===== src/sv/assert_macros.svh =====
// Assertion helpers shared by the RTL. Each macro is empty when SYNTH is defined.
`ifndef ASSERT_MACROS_SVH
`define ASSERT_MACROS_SVH

`ifndef SYNTH

// Checks that a property holds at every rising edge of clk outside reset.
`define CIA_ASSERT(lbl, clk, rstn, prop, msg) \
	lbl: assert property (@(posedge clk) disable iff (!rstn) prop) else $error(msg);

// Checks that an expression is never true at a rising edge of clk outside reset.
`define CIA_ASSERT_NEVER(lbl, clk, rstn, expr, msg) \
	lbl: assert property (@(posedge clk) disable iff (!rstn) !(expr)) else $error(msg);

`else

`define CIA_ASSERT(lbl, clk, rstn, prop, msg)
`define CIA_ASSERT_NEVER(lbl, clk, rstn, expr, msg)

`endif

`endif


===== src/sv/cia402_pkg.sv =====
package cia402_pkg;

	localparam int COUNT_WIDTH_DEF = 32;

	localparam logic [1:0] OP_CYCLE = 2'd0;
	localparam logic [1:0] OP_START = 2'd1;
	localparam logic [1:0] OP_RESET = 2'd2;

	localparam logic [1:0] REG_AUTO_FAULT_RESET = 2'd0;
	localparam logic [1:0] REG_STARTUP_FAULT_RESET = 2'd1;
	localparam logic [1:0] REG_AUTO_TRANSITIONS = 2'd2;
	localparam logic [1:0] REG_QUICK_STOP_SUPPORTED = 2'd3;

	localparam logic [3:0] ST_START = 4'd0;
	localparam logic [3:0] ST_NOT_READY = 4'd1;
	localparam logic [3:0] ST_SO_DISABLED = 4'd2;
	localparam logic [3:0] ST_READY = 4'd3;
	localparam logic [3:0] ST_SWITCHED_ON = 4'd4;
	localparam logic [3:0] ST_ENABLED = 4'd5;
	localparam logic [3:0] ST_QUICK_STOP = 4'd6;
	localparam logic [3:0] ST_FAULT_REACTION = 4'd7;
	localparam logic [3:0] ST_FAULT = 4'd8;
	localparam logic [3:0] ST_UNDEFINED = 4'd9;

	localparam logic [15:0] CW_QUICK_STOP = 16'h000B;
	localparam logic [15:0] CW_DISABLE_OP = 16'h0007;
	localparam logic [15:0] CW_DISABLE_VOLTAGE = 16'h0000;
	localparam logic [15:0] CW_FAULT_RESET = 16'h0080;

	localparam logic [15:0] SW_MASK_A = 16'h004F;
	localparam logic [15:0] SW_MASK_B = 16'h006F;

	function automatic logic [3:0] decode_status(input logic [15:0] sw);
		logic [15:0] a;
		logic [15:0] b;
		logic [3:0] st;
		a = sw & SW_MASK_A;
		b = sw & SW_MASK_B;
		if (a == 16'h0000) st = ST_NOT_READY;
		else if (a == 16'h0040) st = ST_SO_DISABLED;
		else if (b == 16'h0021) st = ST_READY;
		else if (b == 16'h0023) st = ST_SWITCHED_ON;
		else if (b == 16'h0027) st = ST_ENABLED;
		else if (b == 16'h0007) st = ST_QUICK_STOP;
		else if (a == 16'h000F) st = ST_FAULT_REACTION;
		else if (a == 16'h0008) st = ST_FAULT;
		else st = ST_UNDEFINED;
		return st;
	endfunction

	function automatic logic is_fault(input logic [3:0] s);
		return (s == ST_FAULT) || (s == ST_FAULT_REACTION);
	endfunction

endpackage


===== src/sv/cia402_drive_state_sequencer.sv =====
// Channel   Handshake                 Payload
// input     in_valid / in_ready       op, sts_word, err_code, cmd_word,
//                                     reset_request, operational, hold_cycles
// result    out_valid / out_ready     ctrl_word, drive_state_code, fault_code,
//                                     fault_status, hold_commands, wind_down_done
// config    cfg_wr_en                 cfg_index, cfg_data
//
// One item per cycle is accepted while the result is not stalled; its result passes the input
// register, the decode and the result register before it reaches the outputs.
// Reset puts the drive state at start and clears all latches, counters, configuration
// registers and valid flags.
// A stalled result holds the result register; the input register takes one more item.
`include "assert_macros.svh"

module cia402_drive_state_sequencer #(
	parameter int COUNT_WIDTH = cia402_pkg::COUNT_WIDTH_DEF
) (
	input  logic        clk,
	input  logic        arst_n,
	input  logic        cfg_wr_en,
	input  logic [1:0]  cfg_index,
	input  logic        cfg_data,
	input  logic        in_valid,
	output logic        in_ready,
	input  logic [1:0]  op,
	input  logic [15:0] sts_word,
	input  logic [15:0] err_code,
	input  logic [15:0] cmd_word,
	input  logic        reset_request,
	input  logic        operational,
	input  logic [31:0] hold_cycles,
	output logic        out_valid,
	input  logic        out_ready,
	output logic [15:0] ctrl_word,
	output logic [3:0]  drive_state_code,
	output logic [15:0] fault_code,
	output logic [15:0] fault_status,
	output logic        hold_commands,
	output logic        wind_down_done
);

	logic auto_fault_reset_q;
	logic startup_fault_reset_q;
	logic auto_transitions_q;
	logic quick_stop_supported_q;

	logic        valid_s1;
	logic [1:0]  op_s1;
	logic [15:0] sts_word_s1;
	logic [15:0] err_code_s1;
	logic [15:0] command_s1;
	logic        reset_request_s1;
	logic        operational_s1;
	logic [31:0] hold_cycles_s1;

	logic [3:0]             drive_state_q;
	logic [15:0]            fault_code_q;
	logic [15:0]            fault_status_q;
	logic                   enabled_reached_q;
	logic                   reset_pending_q;
	logic                   reset_request_prev_q;
	logic                   wind_down_active_q;
	logic                   wind_down_finished_q;
	logic [COUNT_WIDTH-1:0] wind_down_count_q;
	logic [COUNT_WIDTH-1:0] hold_limit_q;

	logic [3:0]             drive_state_d;
	logic [15:0]            fault_code_d;
	logic [15:0]            fault_status_d;
	logic                   enabled_reached_d;
	logic                   reset_pending_d;
	logic                   reset_request_prev_d;
	logic                   wind_down_active_d;
	logic                   wind_down_finished_d;
	logic [COUNT_WIDTH-1:0] wind_down_count_d;
	logic [COUNT_WIDTH-1:0] hold_limit_d;
	logic [15:0]            cw_d;
	logic                   hold_cmds_d;

	logic                   advance;
	logic [31:0]            half_hold;
	logic                   half_sat;
	logic [COUNT_WIDTH-1:0] hold_lim_sat;
	logic                   pending_now;
	logic                   boot_clear;
	logic [15:0]            bring_up;

	logic                   out_valid_q;
	logic [15:0]            ctrl_word_q;
	logic [3:0]             drive_state_code_q;
	logic [15:0]            fault_code_out_q;
	logic [15:0]            fault_status_out_q;
	logic                   hold_commands_q;
	logic                   wind_down_done_q;

	assign advance  = valid_s1 && (!out_valid_q || out_ready);
	assign in_ready = !valid_s1 || advance;

	always_ff @(posedge clk or negedge arst_n) begin
		if (!arst_n) begin
			auto_fault_reset_q <= 1'b0;
			startup_fault_reset_q <= 1'b0;
			auto_transitions_q <= 1'b0;
			quick_stop_supported_q <= 1'b0;
		end else if (cfg_wr_en) begin
			unique case (cfg_index)
				cia402_pkg::REG_AUTO_FAULT_RESET: auto_fault_reset_q <= cfg_data;
				cia402_pkg::REG_STARTUP_FAULT_RESET: startup_fault_reset_q <= cfg_data;
				cia402_pkg::REG_AUTO_TRANSITIONS: auto_transitions_q <= cfg_data;
				cia402_pkg::REG_QUICK_STOP_SUPPORTED: quick_stop_supported_q <= cfg_data;
				default: ;
			endcase
		end
	end

	always_ff @(posedge clk or negedge arst_n) begin
		if (!arst_n) begin
			valid_s1 <= 1'b0;
		end else if (in_ready) begin
			valid_s1 <= in_valid;
		end
	end

	always_ff @(posedge clk) begin
		if (in_ready && in_valid) begin
			op_s1 <= op;
			sts_word_s1 <= sts_word;
			err_code_s1 <= err_code;
			command_s1 <= cmd_word;
			reset_request_s1 <= reset_request;
			operational_s1 <= operational;
			hold_cycles_s1 <= hold_cycles;
		end
	end

	assign half_hold    = {1'b0, hold_cycles_s1[31:1]};
	assign half_sat     = |(half_hold >> COUNT_WIDTH);
	assign hold_lim_sat = half_sat ? {COUNT_WIDTH{1'b1}} : half_hold[COUNT_WIDTH-1:0];

	assign pending_now = reset_pending_q || (reset_request_s1 && !reset_request_prev_q);
	assign boot_clear  = startup_fault_reset_q && !enabled_reached_q;

	always_comb begin
		case (drive_state_q)
			cia402_pkg::ST_SO_DISABLED: bring_up = (command_s1 & 16'h007E) | 16'h0006;
			cia402_pkg::ST_READY: bring_up = (command_s1 & 16'h0077) | 16'h0007;
			cia402_pkg::ST_SWITCHED_ON: bring_up = (command_s1 & 16'h007F) | 16'h000F;
			cia402_pkg::ST_QUICK_STOP: bring_up = (command_s1 & 16'h007F) | 16'h000F;
			cia402_pkg::ST_FAULT: begin
				if (auto_fault_reset_q || pending_now || boot_clear) begin
					bring_up = (command_s1 & 16'h00FF) | cia402_pkg::CW_FAULT_RESET;
				end else begin
					bring_up = command_s1;
				end
			end
			default: bring_up = command_s1;
		endcase
	end

	always_comb begin
		drive_state_d = drive_state_q;
		fault_code_d = fault_code_q;
		fault_status_d = fault_status_q;
		enabled_reached_d = enabled_reached_q;
		reset_pending_d = reset_pending_q;
		reset_request_prev_d = reset_request_prev_q;
		wind_down_active_d = wind_down_active_q;
		wind_down_finished_d = wind_down_finished_q;
		wind_down_count_d = wind_down_count_q;
		hold_limit_d = hold_limit_q;
		cw_d = 16'h0000;
		hold_cmds_d = wind_down_active_q || (drive_state_q != cia402_pkg::ST_ENABLED);

		unique case (op_s1)
			cia402_pkg::OP_START: begin
				wind_down_active_d = 1'b1;
				wind_down_count_d = '0;
				wind_down_finished_d = 1'b0;
				hold_limit_d = hold_lim_sat;
			end
			cia402_pkg::OP_RESET: begin
				if (wind_down_active_q) begin
					wind_down_active_d = 1'b0;
					wind_down_finished_d = 1'b1;
					wind_down_count_d = '0;
					hold_limit_d = '0;
				end
			end
			default: begin
				if (operational_s1 && wind_down_active_q) begin
					case (drive_state_q)
						cia402_pkg::ST_ENABLED: begin
							cw_d = quick_stop_supported_q ? cia402_pkg::CW_QUICK_STOP
								: cia402_pkg::CW_DISABLE_OP;
						end
						cia402_pkg::ST_QUICK_STOP: begin
							if (quick_stop_supported_q && (wind_down_count_q < hold_limit_q)) begin
								cw_d = cia402_pkg::CW_QUICK_STOP;
							end else begin
								cw_d = cia402_pkg::CW_DISABLE_VOLTAGE;
							end
						end
						cia402_pkg::ST_FAULT_REACTION: cw_d = cia402_pkg::CW_DISABLE_VOLTAGE;
						default: begin
							cw_d = cia402_pkg::CW_DISABLE_VOLTAGE;
							wind_down_finished_d = 1'b1;
						end
					endcase
				end else if (operational_s1) begin
					reset_request_prev_d = reset_request_s1;
					reset_pending_d = pending_now;
					if (auto_transitions_q) begin
						cw_d = bring_up;
						if ((drive_state_q == cia402_pkg::ST_FAULT)
							&& (auto_fault_reset_q || pending_now || boot_clear)) begin
							reset_pending_d = 1'b0;
						end
					end else begin
						cw_d = command_s1;
					end
				end else begin
					cw_d = command_s1;
				end

				drive_state_d = cia402_pkg::decode_status(sts_word_s1);
				if (cia402_pkg::is_fault(drive_state_d)) begin
					if (!cia402_pkg::is_fault(drive_state_q)) begin
						fault_code_d = err_code_s1;
						fault_status_d = sts_word_s1;
					end else if ((fault_code_q == 16'h0000) && (err_code_s1 != 16'h0000)) begin
						fault_code_d = err_code_s1;
					end
				end
				if (drive_state_d == cia402_pkg::ST_ENABLED) begin
					enabled_reached_d = 1'b1;
				end
				if (wind_down_active_q && !wind_down_finished_d
					&& (wind_down_count_q != {COUNT_WIDTH{1'b1}})) begin
					wind_down_count_d = wind_down_count_q + 1'b1;
				end
			end
		endcase
	end

	always_ff @(posedge clk or negedge arst_n) begin
		if (!arst_n) begin
			drive_state_q <= cia402_pkg::ST_START;
			fault_code_q <= '0;
			fault_status_q <= '0;
			enabled_reached_q <= 1'b0;
			reset_pending_q <= 1'b0;
			reset_request_prev_q <= 1'b0;
			wind_down_active_q <= 1'b0;
			wind_down_finished_q <= 1'b0;
			wind_down_count_q <= '0;
			hold_limit_q <= '0;
		end else if (advance) begin
			drive_state_q <= drive_state_d;
			fault_code_q <= fault_code_d;
			fault_status_q <= fault_status_d;
			enabled_reached_q <= enabled_reached_d;
			reset_pending_q <= reset_pending_d;
			reset_request_prev_q <= reset_request_prev_d;
			wind_down_active_q <= wind_down_active_d;
			wind_down_finished_q <= wind_down_finished_d;
			wind_down_count_q <= wind_down_count_d;
			hold_limit_q <= hold_limit_d;
		end
	end

	always_ff @(posedge clk or negedge arst_n) begin
		if (!arst_n) begin
			out_valid_q <= 1'b0;
		end else if (advance) begin
			out_valid_q <= 1'b1;
		end else if (out_ready) begin
			out_valid_q <= 1'b0;
		end
	end

	always_ff @(posedge clk) begin
		if (advance) begin
			ctrl_word_q <= cw_d;
			drive_state_code_q <= drive_state_d;
			fault_code_out_q <= fault_code_d;
			fault_status_out_q <= fault_status_d;
			hold_commands_q <= hold_cmds_d;
			wind_down_done_q <= wind_down_finished_d || !operational_s1;
		end
	end

	assign out_valid        = out_valid_q;
	assign ctrl_word        = ctrl_word_q;
	assign drive_state_code = drive_state_code_q;
	assign fault_code       = fault_code_out_q;
	assign fault_status     = fault_status_out_q;
	assign hold_commands    = hold_commands_q;
	assign wind_down_done   = wind_down_done_q;

	`CIA_ASSERT(a_start_word_zero, clk, arst_n, advance && (op_s1 == cia402_pkg::OP_START) |=> ctrl_word == 16'h0000, "start item must send a zero control word")
	`CIA_ASSERT(a_start_not_done, clk, arst_n, advance && (op_s1 == cia402_pkg::OP_START) && operational_s1 |=> !wind_down_done, "wind-down must not be done right after start")
	`CIA_ASSERT_NEVER(a_ready_low_cause, clk, arst_n, !in_ready && !(valid_s1 && out_valid_q && !out_ready), "input stalled without a full pipeline")

endmodule

===== config.mk =====
export PLATFORM = sky130hd
export DESIGN_NAME = cia402_drive_state_sequencer
export DESIGN_NICKNAME = d
export VERILOG_FILES = /design/src/sv/cia402_pkg.sv /design/src/sv/cia402_drive_state_sequencer.sv
export VERILOG_INCLUDE_DIRS = /design/src /design/src/sv
export SDC_FILE = /design/constraint.sdc
export NUM_CORES = 1
export LEC_CHECK = 0
export ABC_CLOCK_PERIOD_IN_PS = 6350
export CORE_MARGIN = 3
export CORE_UTILIZATION = 29
export CTS_BUF_LIST = sky130_fd_sc_hd__clkbuf_4 sky130_fd_sc_hd__clkbuf_8 sky130_fd_sc_hd__clkbuf_16
export DETAILED_ROUTE_END_ITERATION = 6
export DONT_BUFFER_PORTS = 1
export GPL_TIMING_DRIVEN = 0
export HOLD_SLACK_MARGIN = 0.08
export PLACE_DENSITY = 0.48
export SLEW_MARGIN = 10
export SYNTH_ARGS = -nofsm -noshare
export SYNTH_HDL_FRONTEND = slang
export SYNTH_SLANG_ARGS = --single-unit

===== constraint.sdc =====
create_clock -name clk -period 6.35 [get_ports clk]
set_clock_uncertainty 0.15 [all_clocks]
set_input_delay 1.27 -clock clk [delete_from_list [all_inputs] [get_ports clk]]
set_output_delay 1.27 -clock clk [all_outputs]
set_load 0.005 [all_outputs]

-- After elaboration in Yosys (flattened, before gate mapping)
Cells that the tools add are included.
- output and inout port bits: 56
- bits of input ports: 92
- flip-flop bits (word level): 249
- logic and storage cells: 141
- add/subtract/negate cells: 1
- bitwise gates (word level): 2
- reduce and logical (&&, ||, !) cells: 44
- magnitude comparators: 1
- equality and inequality tests: 25
- mux-type cells: 39
- operator list (cell ; count):
    $mux W16 ; 11
    $pmux W32 S2 ; 2
    $mux W32 ; 2
    $pmux W16 S4 ; 1
    $mux W4 ; 11
    $add A32 B1 Y32 const B ; 1
    $logic_not A16 Y1 ; 2
    $lt A32 B32 Y1 ; 1
    $ne A32 B32 Y1 const B ; 1
    $eq A4 B3 Y1 const B ; 6
    $eq A6 B5 Y1 const B ; 3
    $reduce_bool A16 Y1 ; 1
    $eq A5 B4 Y1 const B ; 2
    $logic_and A1 B1 Y1 ; 10
    $reduce_and A2 Y1 ; 5
    $logic_or A1 B1 Y1 ; 9
    $mux W1 ; 9
    $reduce_and A3 Y1 ; 3
    $eq A4 B2 Y1 const B ; 2
    $eq A4 B4 Y1 const B ; 2
    $pmux W4 S2 ; 1
    $eq A2 B2 Y1 const B ; 3
    $eq A6 B3 Y1 const B ; 1
    $logic_not A1 Y1 ; 6
    12 further kinds ; 17

-- Logic depth before layout (Yosys ltp)
- word-level depth: 14
- mapped depth: 10
- gate-level depth less buffers: 7

-- Worst setup path before layout
Ideal clock, no wire load.
- path kind: input -> register
- from: input port out_ready
- to: register fault_code_q[10]
- library setup time: 0.125 ns
- path slack: 2.300 ns
- data arrival time: 3.776 ns
- cell stages on the path: 8
- required time: 6.075 ns
- buffers on the path: 3
- cells stage by stage: nand2b_1 clkbuf_1 nand2_1 inv_1 and3_1 buf_2 buf_6 mux2_2
- longest elaborated chain between the ends: 2
- RTL lines (item ; RTL line ; text):
    start, declared ; cia402_drive_state_sequencer.sv:33 ; input logic out_ready,
    $logic_or A1 B1 Y1 ; cia402_drive_state_sequencer.sv:96 ; assign advance = valid_s1 && (!out_valid_q || out_ready);
    $logic_and A1 B1 Y1 ; cia402_drive_state_sequencer.sv:96 ;
    named net advance ; cia402_drive_state_sequencer.sv:80 ; logic advance;
    end signal, assigned ; cia402_drive_state_sequencer.sv:259 ; fault_code_q <= fault_code_d;
    end, declared ; cia402_drive_state_sequencer.sv:57 ; logic [15:0] fault_code_q;
The timed path passes the listed nets, and every way through them passes these cells.
A chain may end at the register's enable or synchronous reset.

-- Worst setup path after layout
- from: input port out_ready
- to: register fault_code_q[11]
Same word-level chain as after synthesis.

==> metrics.md <==
| Metric | Value |
|---|---|
| Clk sink count | 247 |
| Post-synthesis cell type count | between 60 and 70 |
| Critical Path RT | 6.65 ns |
| Initial antenna violation count | 11 |
| Num CTS Buffers | 28 |
| First-pass DRT Iterations | 5 |
| Final WS setup | 3.02 ns |
| FP Rows | 71 |
| Routed wire length | between 20000 and 30000 microns |
| Status | finished clean |
| DR vias/cell | 4.84 |
| Clock Power Share | 0.343 |
| Placed wire-length estimate | 18700 microns |
| Leakage Power | 4.83 nW |
| Cells after Synth | between 900 and 1000 |
| Clock buffer depth | 3 |
| Register area share after synthesis | 0.616 |
| Routed via count | between 7000 and 8000 |
| Worst-Margin Slew | between 0.9 and 1 ns |
| Worst setup EP type | flop |
| Peak supply drop | 0.000236 V |
| Worst slew margin | 0.364 |
| Mapped Avg Cell Area | 12.2 sq um |
| Pint | around 3.2 mW |
| Most frequent cells after synthesis | edfxtp_1 (137), dfrtp_1 (110), nand2_1 (85), o21ai_0 (81), mux2_2 (64) |
| Initial DRC Count | roughly 450 |
| CP Launch Type | input pin |
| MaxCap Viol Count | 0 |
| Skew-Pair Late Insertion Delay | 0.57 ns |
| Largest net degree at the start of global routing | around 110 |
| Initial core utilization | 0.295 |
| Clock Tree Root | clkbuf_16 |
| Setup Fix Bufs, Post-CTS | 0 |
| Slowest-stage cell, CP | inv_4 |
| Layout area overhead | 14.0% |
| # setup viols final | 0 |
| Die Wd | a little over 200 microns |
| Min Hold Slack | approximately 0.24 ns |
| Post-CTS Resized | 0 |
| Core footprint | 37800 sq um |
| ANT nets after route | 0 |
| Synth async-reset ratio | 0.445 |
| Critical Path Fanout Max | 57 |
| Ports | roughly 150 |
| Number of global-route vias before repair | 7232 |
| Sequential share of power | 0.494 |
| Die area | just over 40000 sq um |
| Routed len/inst | approximately 18 microns |
| CTS tree | built |
| Worst R2R End | ctrl_word[1] |
| Endpoints failing hold | 0 |
| Leading area contributor after synthesis | edfxtp_1 |
| Yosys top cell area share | 0.369 |
| Share of cells above drive strength 1 | 0.155 |
| Yosys warning count | 0 |
| First-pass GRT wire length | 42400 microns |
| Setup WS pre-CTS | ~2.4 ns |
| Worst R2R Start | wind_down_count_q[29] |
| Die height | roughly 200 microns |
| Post-CTS Hold Fix Bufs | 0 |
| Gr ovfl total | 0 |
| Fin crit period | roughly 3.3 ns |
| Metal2 WL | around 12000 microns |
| Crit path DAT | ~3.6 ns |
| Post-synth net total | 1039 |
| Post-synth EDFFs | between 100 and 150 |
| RSZ-0062 raised after global routing | false |
| M1 wire length | roughly 12000 microns |
| Max layer used | met5 |
| Number of I/O port buffers | 0 |
| Pwr Total | ~4.5 mW |
| Worst-path clk slew | around 0.060 ns |
| Detail Route met3 WL | around 2200 microns |
| R2R Setup Slk | between 3 and 4 ns |
| CTS H-tree depth | 1 |
| Max-slew violation count | 0 |
| Switching Fraction | 0.287 |
| Net Switching | about 1.3 mW |
| Setup TNS | 0 ns |
| Placer Congestion | 0.817 |
| Most common cell in the netlist | edfxtp_1 |
| Synth Flop Type | edfxtp_1 |
| DRC Markers | 0 |
| Largest stage delay on the critical path | approximately 0.67 ns |
| Comb pwr share | 0.163 |
| PD cells | 352 nW/um^2 |
| Seq cells post-synth | about 250 |
| Worst reg-to-reg path cell count | 6 |
| GRT Total Usage | 0.131 |
| FMAX | 300 MHz |
| Top post-synthesis cells by area | edfxtp_1 (37%), dfrtp_1 (25%), mux2_2 (6.5%) |
| Final #Nets | between 1000 and 1500 |
| Crit path cell chain | nand2b_1, clkbuf_1, nand2_1, inv_4, and3_1, buf_2, buf_6, mux2_2 |
| WS Path Type | input pin to flop |
| Hold crit path type | input pin to asynchronous set/reset pin |
| Mapped cell area | roughly 11000 sq um |
| Tcrit/Tclk final | 0.524 |
==> through the flow <==
stage               cell area, sq um  utilization  instances
floorplan                      11200            -        914
global placement               11800        0.312       1425
detailed placement             11800        0.313       1426
CTS                            12700        0.337       1478
global route                   12700        0.337       1478
finish                         12700        0.337       1482
==> flip-flops by register name, indices dropped and copies added (netlist names), 2 cells and up <==
register           cells
command_s1            16
ctrl_word             16
drive_state_code       4
drive_state_q          4
err_code_s1           16
fault_code            16
fault_code_q          16
fault_status          16
fault_status_q        16
hold_cycles_s1        31
hold_limit_q          31
op_s1                  2
sts_word_s1           16
wind_down_count_q     32
==> how the worst max path moves through the flow <==
stage                             to  cells past startpoint  slack, ns      start
floorplan           fault_code_q[10]                      8       2.30  out_ready
global placement     sts_word_s1[10]                      3       1.06  out_ready
detailed placement  fault_code_q[15]                      8       2.39  out_ready
CTS                 fault_code_q[11]                      8       2.99  out_ready
global route        fault_code_q[15]                      8       2.81  out_ready
finish              fault_code_q[11]                      8       3.02  out_ready
==> worst max-delay path: cells and delay by family <==
family / cells / cell delay (ns)
muxes: 1 / 0.34
buffers and inverters: 4 / 1.37
and+or+nand+nor: 3 / 0.62
==> per-layer routing <==
metal / track usage / vias to the layer above
li1: - / 3439
met1: 0.173 / 3482
met2: 0.199 / 180
met3: 0.0496 / 58
met4: 0.0408 / 16
met5: 0 / -
==> kinds of logic after synthesis <==
kind of cell | Yosys count | share of synthesized area
compound gates | 177 | 0.0974
xor+xnor | 1 | 0.000785
fa+ha+maj | 33 | 0.0370
buf+inv | 90 | 0.0330
flops | 247 | 0.616
mux | 64 | 0.0646
simple gates | 302 | 0.152
==> power groups by stage <==
stage	logic (mW)	registers (mW)	clock network (mW)
CTS	0.744	2.22	1.59
global placement	0.715	2.25	0
finish	0.729	2.21	1.54
detailed placement	0.738	2.25	0
global route	0.849	2.26	1.66
floorplan	0.571	2.17	0
==> cell type report <==
| type | instances | area (sq um) |
|---|---|---|
| antenna | 4 | 10.0 |
| buffer | 42 | 188 |
| sequential | 247 | 6870 |
| clock inverter | 22 | 163 |
| clock buffer | 30 | 716 |
| fill | 3764 | 25000 |
| inverter | 48 | 183 |
| tap | 511 | 639 |
| timing repair buffer | 1 | 27.5 |
| multi-input combinational | 577 | 3920 |
==> cells in the final DEF, fill, tap and decap left out, types with 3 or more instances in the layout <==
cell type and n:
buf_2 15, or4_1 12, nand2_1 85, inv_1 47, and4_1 5, o31ai_1 8, nor3_1 11, a21oi_1 34
nand3b_1 8, or3_1 5, clkbuf_16 28, nor4_1 14, ha_1 33, nor2b_1 9, o221ai_1 6, nand2b_1 41
o211ai_1 8, nor2_1 23, dfrtp_1 110, clkbuf_1 23, o21ai_0 81, nand3_1 20, nand3_2 3, a22o_1 9
or2_2 6, a31o_2 3, mux2_2 64, o21a_1 5, and2_1 15, clkinv_1 7, diode_2 4, clkinv_2 9
and3_1 10, edfxtp_1 137, clkinvlp_4 3, nor3b_1 3, nand4_1 17, o22ai_1 4
No activity file was read; power rests on OpenSTA's default activity.
